**config.mk**
```make
export PLATFORM = sky130hd
export DESIGN_NAME = adc_trimmed_mean_scaler_flat
export DESIGN_NICKNAME = d
export VERILOG_FILES = /design/src/hw/rtl/atms_pkg.sv /design/src/hw/rtl/atms_if.sv /design/src/hw/rtl/adc_trimmed_mean_scaler.sv /design/src/flat_wrapper.sv
export SDC_FILE = /design/constraint.sdc
export NUM_CORES = 2
export LEC_CHECK = 0
export BUFFER_PORTS_ARGS = -buffer_cell sky130_fd_sc_hd__buf_2
export CORE_ASPECT_RATIO = 0.8
export CORE_MARGIN = 2
export CORE_UTILIZATION = 45
export CTS_CLUSTER_DIAMETER = 200
export DETAILED_ROUTE_END_ITERATION = 8
export SYNTH_ARGS = -nofsm -noshare
export SYNTH_HDL_FRONTEND = slang
export SYNTH_SLANG_ARGS = --single-unit
```
**constraint.sdc**
```tcl
create_clock -name clk_i -period 14.15 [get_ports clk_i]
set_input_delay 2.1225 -clock clk_i [delete_from_list [all_inputs] [get_ports clk_i]]
set_output_delay 2.1225 -clock clk_i [all_outputs]
set_load 0.005 [all_outputs]
```
**src/hw/rtl/atms_pkg.sv**
```systemverilog
package atms_pkg;

  // Fixed field widths
  localparam int unsigned RAW_W     = 13;
  localparam int unsigned OP_W      = RAW_W + 1;
  localparam int unsigned GAIN_W    = 40;
  localparam int unsigned VAL_W     = 32;
  localparam int unsigned CFG_IDX_W = 2;
  localparam int unsigned PROD_W    = GAIN_W + OP_W + 1;

  // Offset correction and 4-20 mA constants
  localparam logic [RAW_W-1:0] LOW_CUT    = 13'h0100;
  localparam logic [RAW_W-1:0] LOOP_FLOOR = 13'h0199;
  localparam logic [RAW_W-1:0] RAW_MAX    = 13'h1FFF;
  localparam logic [RAW_W-1:0] LOW_SUB    = 13'd2;
  localparam logic [RAW_W-1:0] HIGH_ADD   = 13'd3;

  // Scale modes; the unused code scales as linear
  localparam logic [1:0] MODE_LINEAR = 2'd0;
  localparam logic [1:0] MODE_DOUBLE = 2'd1;
  localparam logic [1:0] MODE_LOOP   = 2'd2;

  // Register indexes
  localparam logic [CFG_IDX_W-1:0] CFG_SCALE_MODE  = 2'd0;
  localparam logic [CFG_IDX_W-1:0] CFG_GAIN        = 2'd1;
  localparam logic [CFG_IDX_W-1:0] CFG_LOWER_LIMIT = 2'd2;
  localparam logic [CFG_IDX_W-1:0] CFG_UPPER_LIMIT = 2'd3;

  // Register reset values
  localparam logic [1:0]        RST_SCALE_MODE  = MODE_LOOP;
  localparam logic [GAIN_W-1:0] RST_GAIN        = 40'd167772;
  localparam logic [VAL_W-1:0]  RST_LOWER_LIMIT = 32'd0;
  localparam logic [VAL_W-1:0]  RST_UPPER_LIMIT = 32'd1048576;

endpackage

```
**src/hw/rtl/atms_if.sv**
```systemverilog
// Sample request channel
interface atms_in_if #(
  parameter int unsigned SAMPLE_BITS = 12
) ();
  logic                   valid;
  logic                   ready;
  logic [SAMPLE_BITS-1:0] sample;

  modport source (output valid, output sample, input ready);
  modport sink   (input valid, input sample, output ready);
endinterface

// Result request channel
interface atms_out_if ();
  import atms_pkg::*;
  logic                    valid;
  logic                    ready;
  logic [RAW_W-1:0]        raw_mean;
  logic signed [VAL_W-1:0] scaled_value;
  logic                    clipped;

  modport source (output valid, output raw_mean, output scaled_value, output clipped,
                  input ready);
  modport sink   (input valid, input raw_mean, input scaled_value, input clipped,
                  output ready);
endinterface

// Register write channel
interface atms_cfg_if ();
  import atms_pkg::*;
  logic                 valid;
  logic                 ready;
  logic [CFG_IDX_W-1:0] index;
  logic [GAIN_W-1:0]    data;

  modport source (output valid, output index, output data, input ready);
  modport sink   (input valid, input index, input data, output ready);
endinterface

```
**src/hw/rtl/adc_trimmed_mean_scaler.sv**
```systemverilog
// Trimmed-mean filter with linear / 4-20 mA scaling for one converter channel.
//
// Channels: in_i carries one sample per request, out_o one result per full
// frame of SAMPLES_PER_FRAME samples, cfg_i writes the four registers
// (scale mode, gain, lower limit, upper limit) and is always ready. Write the
// registers only while no frame result is pending.
//
// Throughput: one sample per cycle while in_i is ready. The sample path is a
// running max / min / sum update; each frame then flows through a four-stage
// pipeline (frame register, trimmed mean, gain multiply, round / offset / clip).
// The result of a frame passes through the frame, trimmed-mean, multiply and
// output registers in turn before it is valid on out_o.
//
// Reset: registers take their defaults, the frame accumulators clear and the
// pipeline empties.
// Stall: while out_o is held off, the pipeline stages fill up behind the
// output register; in_i drops ready only when the frame register cannot move
// on, so a stalled receiver stops samples only once four frame results are held.
module adc_trimmed_mean_scaler #(
  parameter int unsigned SAMPLES_PER_FRAME = 10,
  parameter int unsigned MEAN_SHIFT        = 3,
  parameter int unsigned SAMPLE_BITS       = 12
) (
  input  logic           clk_i,
  input  logic           rst_ni,
  atms_in_if.sink        in_i,
  atms_out_if.source     out_o,
  atms_cfg_if.sink       cfg_i
);
  import atms_pkg::*;

  localparam int unsigned CNT_W  = $clog2(SAMPLES_PER_FRAME);
  localparam int unsigned SUM_W  = SAMPLE_BITS + $clog2(SAMPLES_PER_FRAME);
  localparam int unsigned MEAN_W = (SUM_W + 1 > RAW_W + 1) ? SUM_W + 1 : RAW_W + 1;
  localparam int unsigned ACC_W  = PROD_W - 8;

  // ---------------------------------------------------------------- config
  logic [1:0]               scale_mode_q;
  logic signed [GAIN_W-1:0] gain_q;
  logic signed [VAL_W-1:0]  lower_limit_q;
  logic signed [VAL_W-1:0]  upper_limit_q;

  assign cfg_i.ready = 1'b1;

  // Take register writes; ignore unknown indexes
  always_ff @(posedge clk_i or negedge rst_ni) begin
    if (!rst_ni) begin
      scale_mode_q  <= RST_SCALE_MODE;
      gain_q        <= RST_GAIN;
      lower_limit_q <= RST_LOWER_LIMIT;
      upper_limit_q <= RST_UPPER_LIMIT;
    end else if (cfg_i.valid) begin
      case (cfg_i.index)
        CFG_SCALE_MODE:  scale_mode_q  <= cfg_i.data[1:0];
        CFG_GAIN:        gain_q        <= cfg_i.data;
        CFG_LOWER_LIMIT: lower_limit_q <= cfg_i.data[VAL_W-1:0];
        CFG_UPPER_LIMIT: upper_limit_q <= cfg_i.data[VAL_W-1:0];
        default: ;
      endcase
    end
  end

  // ------------------------------------------------------- pipeline control
  logic s1_v_q, s2_v_q, s3_v_q, out_v_q;
  logic s1_rdy, s2_rdy, s3_rdy, out_rdy;

  assign out_rdy     = !out_v_q || out_o.ready;
  assign s3_rdy      = !s3_v_q || out_rdy;
  assign s2_rdy      = !s2_v_q || s3_rdy;
  assign s1_rdy      = !s1_v_q || s2_rdy;
  assign in_i.ready  = s1_rdy;

  // ----------------------------------------------------- frame accumulators
  logic [CNT_W-1:0]       cnt_q;
  logic [SAMPLE_BITS-1:0] max_q, min_q, max_d, min_d;
  logic [SUM_W-1:0]       sum_q, sum_d;
  logic                   in_acc, frame_last;

  assign in_acc     = in_i.valid && in_i.ready;
  assign frame_last = (cnt_q == CNT_W'(SAMPLES_PER_FRAME - 1));

  // Fold the new sample into the running max, min and sum
  always_comb begin
    if (cnt_q == '0) begin
      max_d = in_i.sample;
      min_d = in_i.sample;
      sum_d = SUM_W'(in_i.sample);
    end else begin
      max_d = (in_i.sample > max_q) ? in_i.sample : max_q;
      min_d = (in_i.sample < min_q) ? in_i.sample : min_q;
      sum_d = sum_q + SUM_W'(in_i.sample);
    end
  end

  // Advance the frame; clear it after the last sample
  always_ff @(posedge clk_i or negedge rst_ni) begin
    if (!rst_ni) begin
      cnt_q <= '0;
      max_q <= '0;
      min_q <= '0;
      sum_q <= '0;
    end else if (in_acc) begin
      if (frame_last) begin
        cnt_q <= '0;
        max_q <= '0;
        min_q <= '0;
        sum_q <= '0;
      end else begin
        cnt_q <= cnt_q + CNT_W'(1);
        max_q <= max_d;
        min_q <= min_d;
        sum_q <= sum_d;
      end
    end
  end

  // ----------------------------------------------------- stage 1: frame reg
  logic [SAMPLE_BITS-1:0] s1_max_q, s1_min_q;
  logic [SUM_W-1:0]       s1_sum_q;
  logic                   s1_load;

  assign s1_load = in_acc && frame_last;

  always_ff @(posedge clk_i) begin
    if (s1_load) begin
      s1_max_q <= max_d;
      s1_min_q <= min_d;
      s1_sum_q <= sum_d;
    end
  end

  // ------------------------------------------------ stage 2: trimmed mean
  logic [SUM_W-1:0]  rest;
  logic [MEAN_W-1:0] mean_sh, mean_adj;
  logic [RAW_W-1:0]  raw_d, code_loop;
  logic [OP_W-1:0]   op_d;
  logic [RAW_W-1:0]  s2_raw_q;
  logic [OP_W-1:0]   s2_op_q;

  // Drop one max and one min (just one if the frame is flat), shift, then offset and clamp
  always_comb begin
    rest = s1_sum_q - SUM_W'(s1_max_q);
    if (s1_max_q != s1_min_q) begin
      rest = rest - SUM_W'(s1_min_q);
    end
    mean_sh = MEAN_W'(rest >> MEAN_SHIFT);
    if (mean_sh <= MEAN_W'(LOW_CUT)) begin
      mean_adj = (mean_sh >= MEAN_W'(LOW_SUB)) ? mean_sh - MEAN_W'(LOW_SUB) : '0;
    end else begin
      mean_adj = mean_sh + MEAN_W'(HIGH_ADD);
    end
    raw_d = (mean_adj > MEAN_W'(RAW_MAX)) ? RAW_MAX : mean_adj[RAW_W-1:0];

    // Select the multiplier operand by mode
    code_loop = (raw_d < LOOP_FLOOR) ? '0 : raw_d - LOOP_FLOOR;
    case (scale_mode_q)
      MODE_DOUBLE: op_d = {raw_d, 1'b0};
      MODE_LOOP:   op_d = {1'b0, code_loop};
      default:     op_d = {1'b0, raw_d};
    endcase
  end

  always_ff @(posedge clk_i) begin
    if (s1_v_q && s2_rdy) begin
      s2_raw_q <= raw_d;
      s2_op_q  <= op_d;
    end
  end

  // --------------------------------------------------- stage 3: multiply
  logic signed [PROD_W-1:0] prod_d, s3_prod_q;
  logic [RAW_W-1:0]         s3_raw_q;

  assign prod_d = gain_q * $signed({1'b0, s2_op_q});

  always_ff @(posedge clk_i) begin
    if (s2_v_q && s3_rdy) begin
      s3_raw_q  <= s2_raw_q;
      s3_prod_q <= prod_d;
    end
  end

  // ------------------------------------------ stage 4: round, offset, clip
  logic signed [PROD_W-1:0] offs, acc;
  logic signed [ACC_W-1:0]  val, upper_ext, min_ext;
  logic signed [VAL_W-1:0]  scaled_d;
  logic                     clip_d;
  logic [RAW_W-1:0]         out_raw_q;
  logic signed [VAL_W-1:0]  out_val_q;
  logic                     out_clip_q;

  // Lower limit sits above the rounding half so one add does both
  always_comb begin
    offs      = {{(PROD_W - VAL_W - 8){lower_limit_q[VAL_W-1]}}, lower_limit_q, 8'h80};
    acc       = s3_prod_q + offs;
    val       = acc[PROD_W-1:8];
    upper_ext = {{(ACC_W - VAL_W){upper_limit_q[VAL_W-1]}}, upper_limit_q};
    min_ext   = {{(ACC_W - VAL_W + 1){1'b1}}, {(VAL_W - 1){1'b0}}};
    clip_d    = 1'b0;
    if (val > upper_ext) begin
      scaled_d = upper_limit_q;
      clip_d   = 1'b1;
    end else if (val < min_ext) begin
      scaled_d = min_ext[VAL_W-1:0];
    end else begin
      scaled_d = val[VAL_W-1:0];
    end
  end

  always_ff @(posedge clk_i) begin
    if (s3_v_q && out_rdy) begin
      out_raw_q  <= s3_raw_q;
      out_val_q  <= scaled_d;
      out_clip_q <= clip_d;
    end
  end

  // Move stage valids along the pipeline
  always_ff @(posedge clk_i or negedge rst_ni) begin
    if (!rst_ni) begin
      s1_v_q  <= 1'b0;
      s2_v_q  <= 1'b0;
      s3_v_q  <= 1'b0;
      out_v_q <= 1'b0;
    end else begin
      if (s1_rdy) s1_v_q  <= s1_load;
      if (s2_rdy) s2_v_q  <= s1_v_q;
      if (s3_rdy) s3_v_q  <= s2_v_q;
      if (out_rdy) out_v_q <= s3_v_q;
    end
  end

  assign out_o.valid        = out_v_q;
  assign out_o.raw_mean     = out_raw_q;
  assign out_o.scaled_value = out_val_q;
  assign out_o.clipped      = out_clip_q;

  // ------------------------------------------------------------ assertions
  a_cnt_range: assert property (@(posedge clk_i) disable iff (!rst_ni)
    cnt_q <= CNT_W'(SAMPLES_PER_FRAME - 1))
    else $error("sample count past end of frame");

  a_frame_load: assert property (@(posedge clk_i) disable iff (!rst_ni)
    (in_acc && frame_last) |=> s1_v_q)
    else $error("completed frame not captured");

  a_frame_order: assert property (@(posedge clk_i) disable iff (!rst_ni)
    s1_v_q |-> (s1_max_q >= s1_min_q))
    else $error("frame max below frame min");

  a_clip_value: assert property (@(posedge clk_i) disable iff (!rst_ni)
    (out_v_q && out_clip_q) |-> (out_val_q == upper_limit_q))
    else $error("clipped result differs from upper limit");

endmodule

```
**src/flat_wrapper.sv**
```systemverilog
// flat-port wrapper written by rule: the top's interface ports become plain ports
module adc_trimmed_mean_scaler_flat import atms_pkg::*;
#(
  parameter int unsigned SAMPLES_PER_FRAME = 10,
  parameter int unsigned MEAN_SHIFT        = 3,
  parameter int unsigned SAMPLE_BITS       = 12
)
  (clk_i, rst_ni, in_i_valid, in_i_sample, in_i_ready, out_o_valid, out_o_raw_mean, out_o_scaled_value, out_o_clipped, out_o_ready, cfg_i_valid, cfg_i_index, cfg_i_data, cfg_i_ready);
  atms_in_if #(.SAMPLE_BITS(SAMPLE_BITS)) in_i_i ();
  atms_out_if out_o_i ();
  atms_cfg_if cfg_i_i ();
  input  logic clk_i;
  input  logic rst_ni;
  input wire logic [$bits(in_i_i.valid)-1:0] in_i_valid;
  input wire logic [$bits(in_i_i.sample)-1:0] in_i_sample;
  output wire logic [$bits(in_i_i.ready)-1:0] in_i_ready;
  output wire logic [$bits(out_o_i.valid)-1:0] out_o_valid;
  output wire logic [$bits(out_o_i.raw_mean)-1:0] out_o_raw_mean;
  output wire logic [$bits(out_o_i.scaled_value)-1:0] out_o_scaled_value;
  output wire logic [$bits(out_o_i.clipped)-1:0] out_o_clipped;
  input wire logic [$bits(out_o_i.ready)-1:0] out_o_ready;
  input wire logic [$bits(cfg_i_i.valid)-1:0] cfg_i_valid;
  input wire logic [$bits(cfg_i_i.index)-1:0] cfg_i_index;
  input wire logic [$bits(cfg_i_i.data)-1:0] cfg_i_data;
  output wire logic [$bits(cfg_i_i.ready)-1:0] cfg_i_ready;
  assign in_i_i.valid = in_i_valid;
  assign in_i_i.sample = in_i_sample;
  assign in_i_ready = in_i_i.ready;
  assign out_o_valid = out_o_i.valid;
  assign out_o_raw_mean = out_o_i.raw_mean;
  assign out_o_scaled_value = out_o_i.scaled_value;
  assign out_o_clipped = out_o_i.clipped;
  assign out_o_i.ready = out_o_ready;
  assign cfg_i_i.valid = cfg_i_valid;
  assign cfg_i_i.index = cfg_i_index;
  assign cfg_i_i.data = cfg_i_data;
  assign cfg_i_ready = cfg_i_i.ready;
  adc_trimmed_mean_scaler #(.SAMPLES_PER_FRAME(SAMPLES_PER_FRAME), .MEAN_SHIFT(MEAN_SHIFT), .SAMPLE_BITS(SAMPLE_BITS)) u_core (.clk_i(clk_i), .rst_ni(rst_ni), .in_i(in_i_i), .out_o(out_o_i), .cfg_i(cfg_i_i));
endmodule
```
Word-level counts from Yosys, hierarchy flattened --
Cells that the tools add are included. W data, S select, Z words.
Storage, ports and cells: output and inout port bits 49, bits of input ports 59, bits in registers 335
Cells by class: add/sub/neg operators 8, $mul 1, equality and inequality tests 7, magnitude comparators 8, muxes and demuxes 18, reduce and logical (&&, ||, !) cells 19
Operators by type and width (count):
- $mux W12 | 6
- $mux W32 | 2
- $add A55 B40 Y55 | 1
- $mul A40 B15 Y55 | 1
- $mux W16 | 3
- $gt A47 B32 Y1 | 1
- $lt A47 B32 Y1 const B | 1
- $mux W17 | 2
- $sub A16 B12 Y16 | 2
- $pmux W14 S2 | 1
- $mux W13 | 2
- $gt A17 B13 Y1 const B | 1
- $add A16 B12 Y16 | 1
- $add A13 B2 Y14 const B | 1
- $sub A13 B2 Y14 const B | 1
- $ge A13 B2 Y1 const B | 1
- $le A13 B9 Y1 const B | 1
- $lt A13 B9 Y1 const B | 1
- $sub A13 B9 Y13 const B | 1
- $gt A12 B12 Y1 | 1
- $lt A12 B12 Y1 | 1
- $ne A12 B12 Y1 | 1
- $reduce_and A2 Y1 | 4
- $eq A2 B2 Y1 const B | 3
- other kinds (10) | 21

Depth between registers and ports, before layout --
depth in word-level cells 11, depth in mapped cells 29, depth with buffers taken out 28

Worst setup path after synthesis --
OpenSTA, ideal clock, no wires.
kind reg-to-reg, from reg u_core.s2_op_q[0], to reg u_core.s3_prod_q[53] (data pin), setup time 258 ps, arrival 7066 ps, slack 6826 ps, stages on the path, launching flop included 27, period minus slack after synthesis 7324 ps, cells stage by stage edfxtp_1 clkbuf_1 clkbuf_1 nand2_1 fa_1 inv_1 fa_1 inv_1 fa_1 inv_1 fa_1 fa_1 fa_1 ha_1 and4_1 a21oi_1 o211ai_1 o21ba_2 or3_1 o31ai_1 a21oi_1 o21ai_0 a21o_1 a21oi_1 o311ai_0 a21oi_1 xnor2_1
Between the ends: longest elaborated chain between the ends 1
Ends and longest elaborated chain:
- from (decl) | line adc_trimmed_mean_scaler.sv:138 | logic [OP_W-1:0] s2_op_q;
- from (signal assigned) | line adc_trimmed_mean_scaler.sv:166 | s2_op_q <= op_d;
- $mul A40 B15 Y55 | line adc_trimmed_mean_scaler.sv:174 | assign prod_d = gain_q * $signed({1'b0, s2_op_q});
- named net u_core.prod_d[53] | line adc_trimmed_mean_scaler.sv:171 | logic signed [PROD_W-1:0] prod_d, s3_prod_q;
- to (signal assigned) | line adc_trimmed_mean_scaler.sv:179 | s3_prod_q <= prod_d;
- to (decl) | line adc_trimmed_mean_scaler.sv:171
The timed path passes the listed nets, and every way through them passes these cells. A chain may end at the register's enable or synchronous reset.

Final worst setup path --
from reg u_core.s2_op_q[2], to reg u_core.s3_prod_q[53] (data pin)
Same word-level chain as after synthesis.

==> flow_summary.yaml <==
timing:
  fin_crit_ps: 8770
  number_of_hold_violations_in_the_final_report: 0
  finalClockSkew_ps: 30.5
  max_freq_ghz: 0.114
  worst_pin_slew_ps: 1290
  rsz_0062_raised_after_global_routing: "false"
  layout_worst_path_cycle_share_pct: 62.0
  setup-violations-final: 0
  final_max_slew_viol_count: 0
  slew_headroom_pct: 13.6
  fin_setup_tns_ps: 0
die:
  start_util_pct: 45.6
  die_width_microns: 331
  core_area_sq_um: 84300
  fp.dieH_microns: 265
  floorplan.io_pins: 108
  fp.dieArea_sq_um: 87700
  placement_rows: 95
global_routing:
  gr-usage-met3_pct: 3.55
  grt_start_max_net_pins: 63
  first_pass_grt_wire_length_microns: 163000
  grtUsageMet2_pct: 35.4
  globalRouteTotalUtil_pct: 23.9
  global_route.usage.met1_pct: 36.8
  grt_remaining_overflow: 0
  gr-max-usage-layer: "met1"
  grt_pass1_vias: 27765
  antenna_found_initial: 4
place:
  gpl.final_weighted_congestion: 0.881
  numPlacedInstances: 4964
  placement.io_buffers: 106
  place_hpwl_microns: 78700
logic_synthesis:
  avgSynthCellArea_sq_um: 9.90
  netlist_instances: 3880
  dominantRegCellSynth: "edfxtp_1"
  synth_sequential_area_ratio_pct: 23.7
  synth_largest_area_cell: "fa_1"
  synth.net_count: 4727
  synth_enable_flop_cells: 174
  netlist-cell-type-count: 101
  syn_area_sq_um: 38400
  synthArstFlopShare_pct: 47.0
  synth-warning-count: 0
  yosys.area.top_type_share_pct: 26.5
  synth.top_cells.by_area: "fa_1, edfxtp_1, dfrtp_1"
  ys_ff_latch: 328
drt:
  drt_pass1_iterations: 5
  route.final.wire_length_microns: 102000
  drc_errors: 0
  route.vias.total: 27639
  remaining_antenna_violation_count_after_routing: 0
  dr.first_iter.drc_count: 2186
  route.detailed.vias_per_inst: 5.49
  routed_wire_length_per_instance_microns: 20.3
worst_setup_path:
  worst-path-max-fanout: 25
  rr_worst_depth: 25
  critPathKind: "flip-flop to flip-flop"
  cp-end-kind: "flip-flop"
  startpoint_type: "flip-flop"
  crit_required_ps: 14460
  arrival_worst_endpoint_ps: 9080
hold_path:
  hold-path-cell-count: 0
  classification_of_the_worst_slack_hold_path: "flip-flop to flip-flop"
clock_network:
  cts_resized: 0
  cts_buffers: 38
  insertion_delay_ps: 590
  clk_pin_slew_worst_paths_ps: 60
  h-tree-depth: 2
  clock-root-buffer: "clkbuf_16"
  cts.sink_count: 328
  post-cts-setup-buffers: 0
  clock_tree.buffer_depth: 3
  tritoncts: "built"
  cts_hold_buf: 0
final_layout:
  instances_no_fill: 5035
  design.final.nets: 4736
  drive_above_1_share_pct: 9.80
  syn_to_layout_area_delta_pct: 7.33
status:
  outcome: "finished, final reports clean"
flow_run:
  maxCapViolations: 0
-- Yosys cell counts, types with 33 or more instances --
cell type and n:
a21o_1 88, a21oi_1 152, a22o_1 42, and2_1 330, clkbuf_1 146, dfrtp_1 142
edfxtp_1 174, fa_1 508, ha_1 280, inv_1 594, mux2_2 124, nand2_1 369
nand2b_1 33, nand3_1 62, nor2_1 97, nor2b_1 39, nor3_1 33, o21ai_0 124
xnor2_1 82, xor2_1 52
-- stage by stage --
step | area, sq um | setup WS, ps | hold slack [ps] | utilization, %
floorplan | 38400 | 6830 | 400 | -
global placement | 40000 | 5720 | 402 | 47.4
finish | 41200 | 5380 | 418 | 48.9
detailed placement | 40000 | 5510 | 406 | 47.4
global route | 41200 | 4950 | 417 | 48.9
CTS | 41200 | 5460 | 416 | 48.9
-- path summary, 6_finish.rpt --
kind | from | end | slack, ps
max in group asynchronous | rst_ni | u_core.lower_limit_q[2] | 10600
worst max register to register | u_core.s2_op_q[2] | u_core.s3_prod_q[53] | 5380
worst min-delay path | u_core.s3_raw_q[6] | u_core.out_o.raw_mean[6] | 420
worst max-delay path | u_core.s2_op_q[2] | u_core.s3_prod_q[53] | 5380
min in group asynchronous | rst_ni | u_core.min_q[5] | 1450
worst min register to register | u_core.s3_raw_q[6] | u_core.out_o.raw_mean[6] | 420
-- kinds of logic (layout without fill, tap and decap cells) --
group	count (synthesis)	in the layout	share of synthesized area, %
simple gates	1076	1076	14.5
fa+ha+maj	788	788	35.6
compound gates	655	655	11.7
flops	328	328	23.7
buf+inv	763	802	7.53
xor+xnor	135	135	3.10
other cells	1	2	0.00976
mux	134	134	3.90
-- cells in the final DEF, fill, tap and decap left out, types with 14 or more instances in the layout --
master	instances
inv_1	594
fa_1	508
nand2_1	369
and2_1	329
ha_1	280
edfxtp_1	174
a21oi_1	152
dfrtp_1	142
o21ai_0	124
mux2_2	124
buf_2	105
nor2_1	95
a21o_1	88
xnor2_1	82
nand3_1	61
xor2_1	52
a22o_1	42
clkbuf_16	39
nor2b_1	38
nand2b_1	33
nor3_1	32
buf_4	31
o211ai_1	25
nand4_1	23
o21a_1	22
a31oi_1	20
o21bai_1	17
a211oi_1	14
a311o_1	14
-- layout make-up --
cell class | instances | area [sq um]
repair buffers | 137 | 769
inverters | 595 | 2230
well taps | 1115 | 1400
diodes | 1 | 2.50
fillers | 7900 | 43000
clock buffers | 48 | 1050
flip-flops and latches | 328 | 9090
multi-input cells | 2789 | 26500
clock inverters | 22 | 208
-- sequential cells by signal, summed over array words and instances (netlist names), 2 cells and up --
register and cells:
u_core.cnt_q 4, u_core.gain_q 40, u_core.lower_limit_q 32, u_core.max_q 12, u_core.min_q 12, u_core.out_o.raw_mean 13
u_core.out_o.scaled_value 32, u_core.s1_max_q 12, u_core.s1_min_q 12, u_core.s1_sum_q 16, u_core.s2_op_q 14, u_core.s2_raw_q 13
u_core.s3_prod_q 48, u_core.s3_raw_q 13, u_core.scale_mode_q 2, u_core.sum_q 16, u_core.upper_limit_q 32
-- layer usage --
layer | up-vias | wire length (microns)
met4 | 0 | 2030
met3 | 93 | 6120
met5 | - | 0
met2 | 711 | 43900
li1 | 12846 | -
met1 | 13989 | 50000
-- worst max-delay path, stage by stage (launching register included) --
cell      delay, ps
edfxtp_1       1000
buf_4           370
nand2_1          90
fa_1            490
inv_1            50
fa_1            530
inv_1            50
fa_1            500
inv_1            50
fa_1            550
fa_1            430
fa_1            440
ha_1            340
and4_1          250
a21oi_1          90
o211ai_1         90
o21ba_2         200
or3_1           420
o31ai_1         630
a21oi_1         270
o21ai_0         500
a21o_1          190
a21oi_1         120
o311ai_0        520
a21oi_1         170
xnor2_1         160
Power is left out: the tool's default activity adds up to more than one toggle a clock period on the data nets, which glitch-free logic cannot reach.
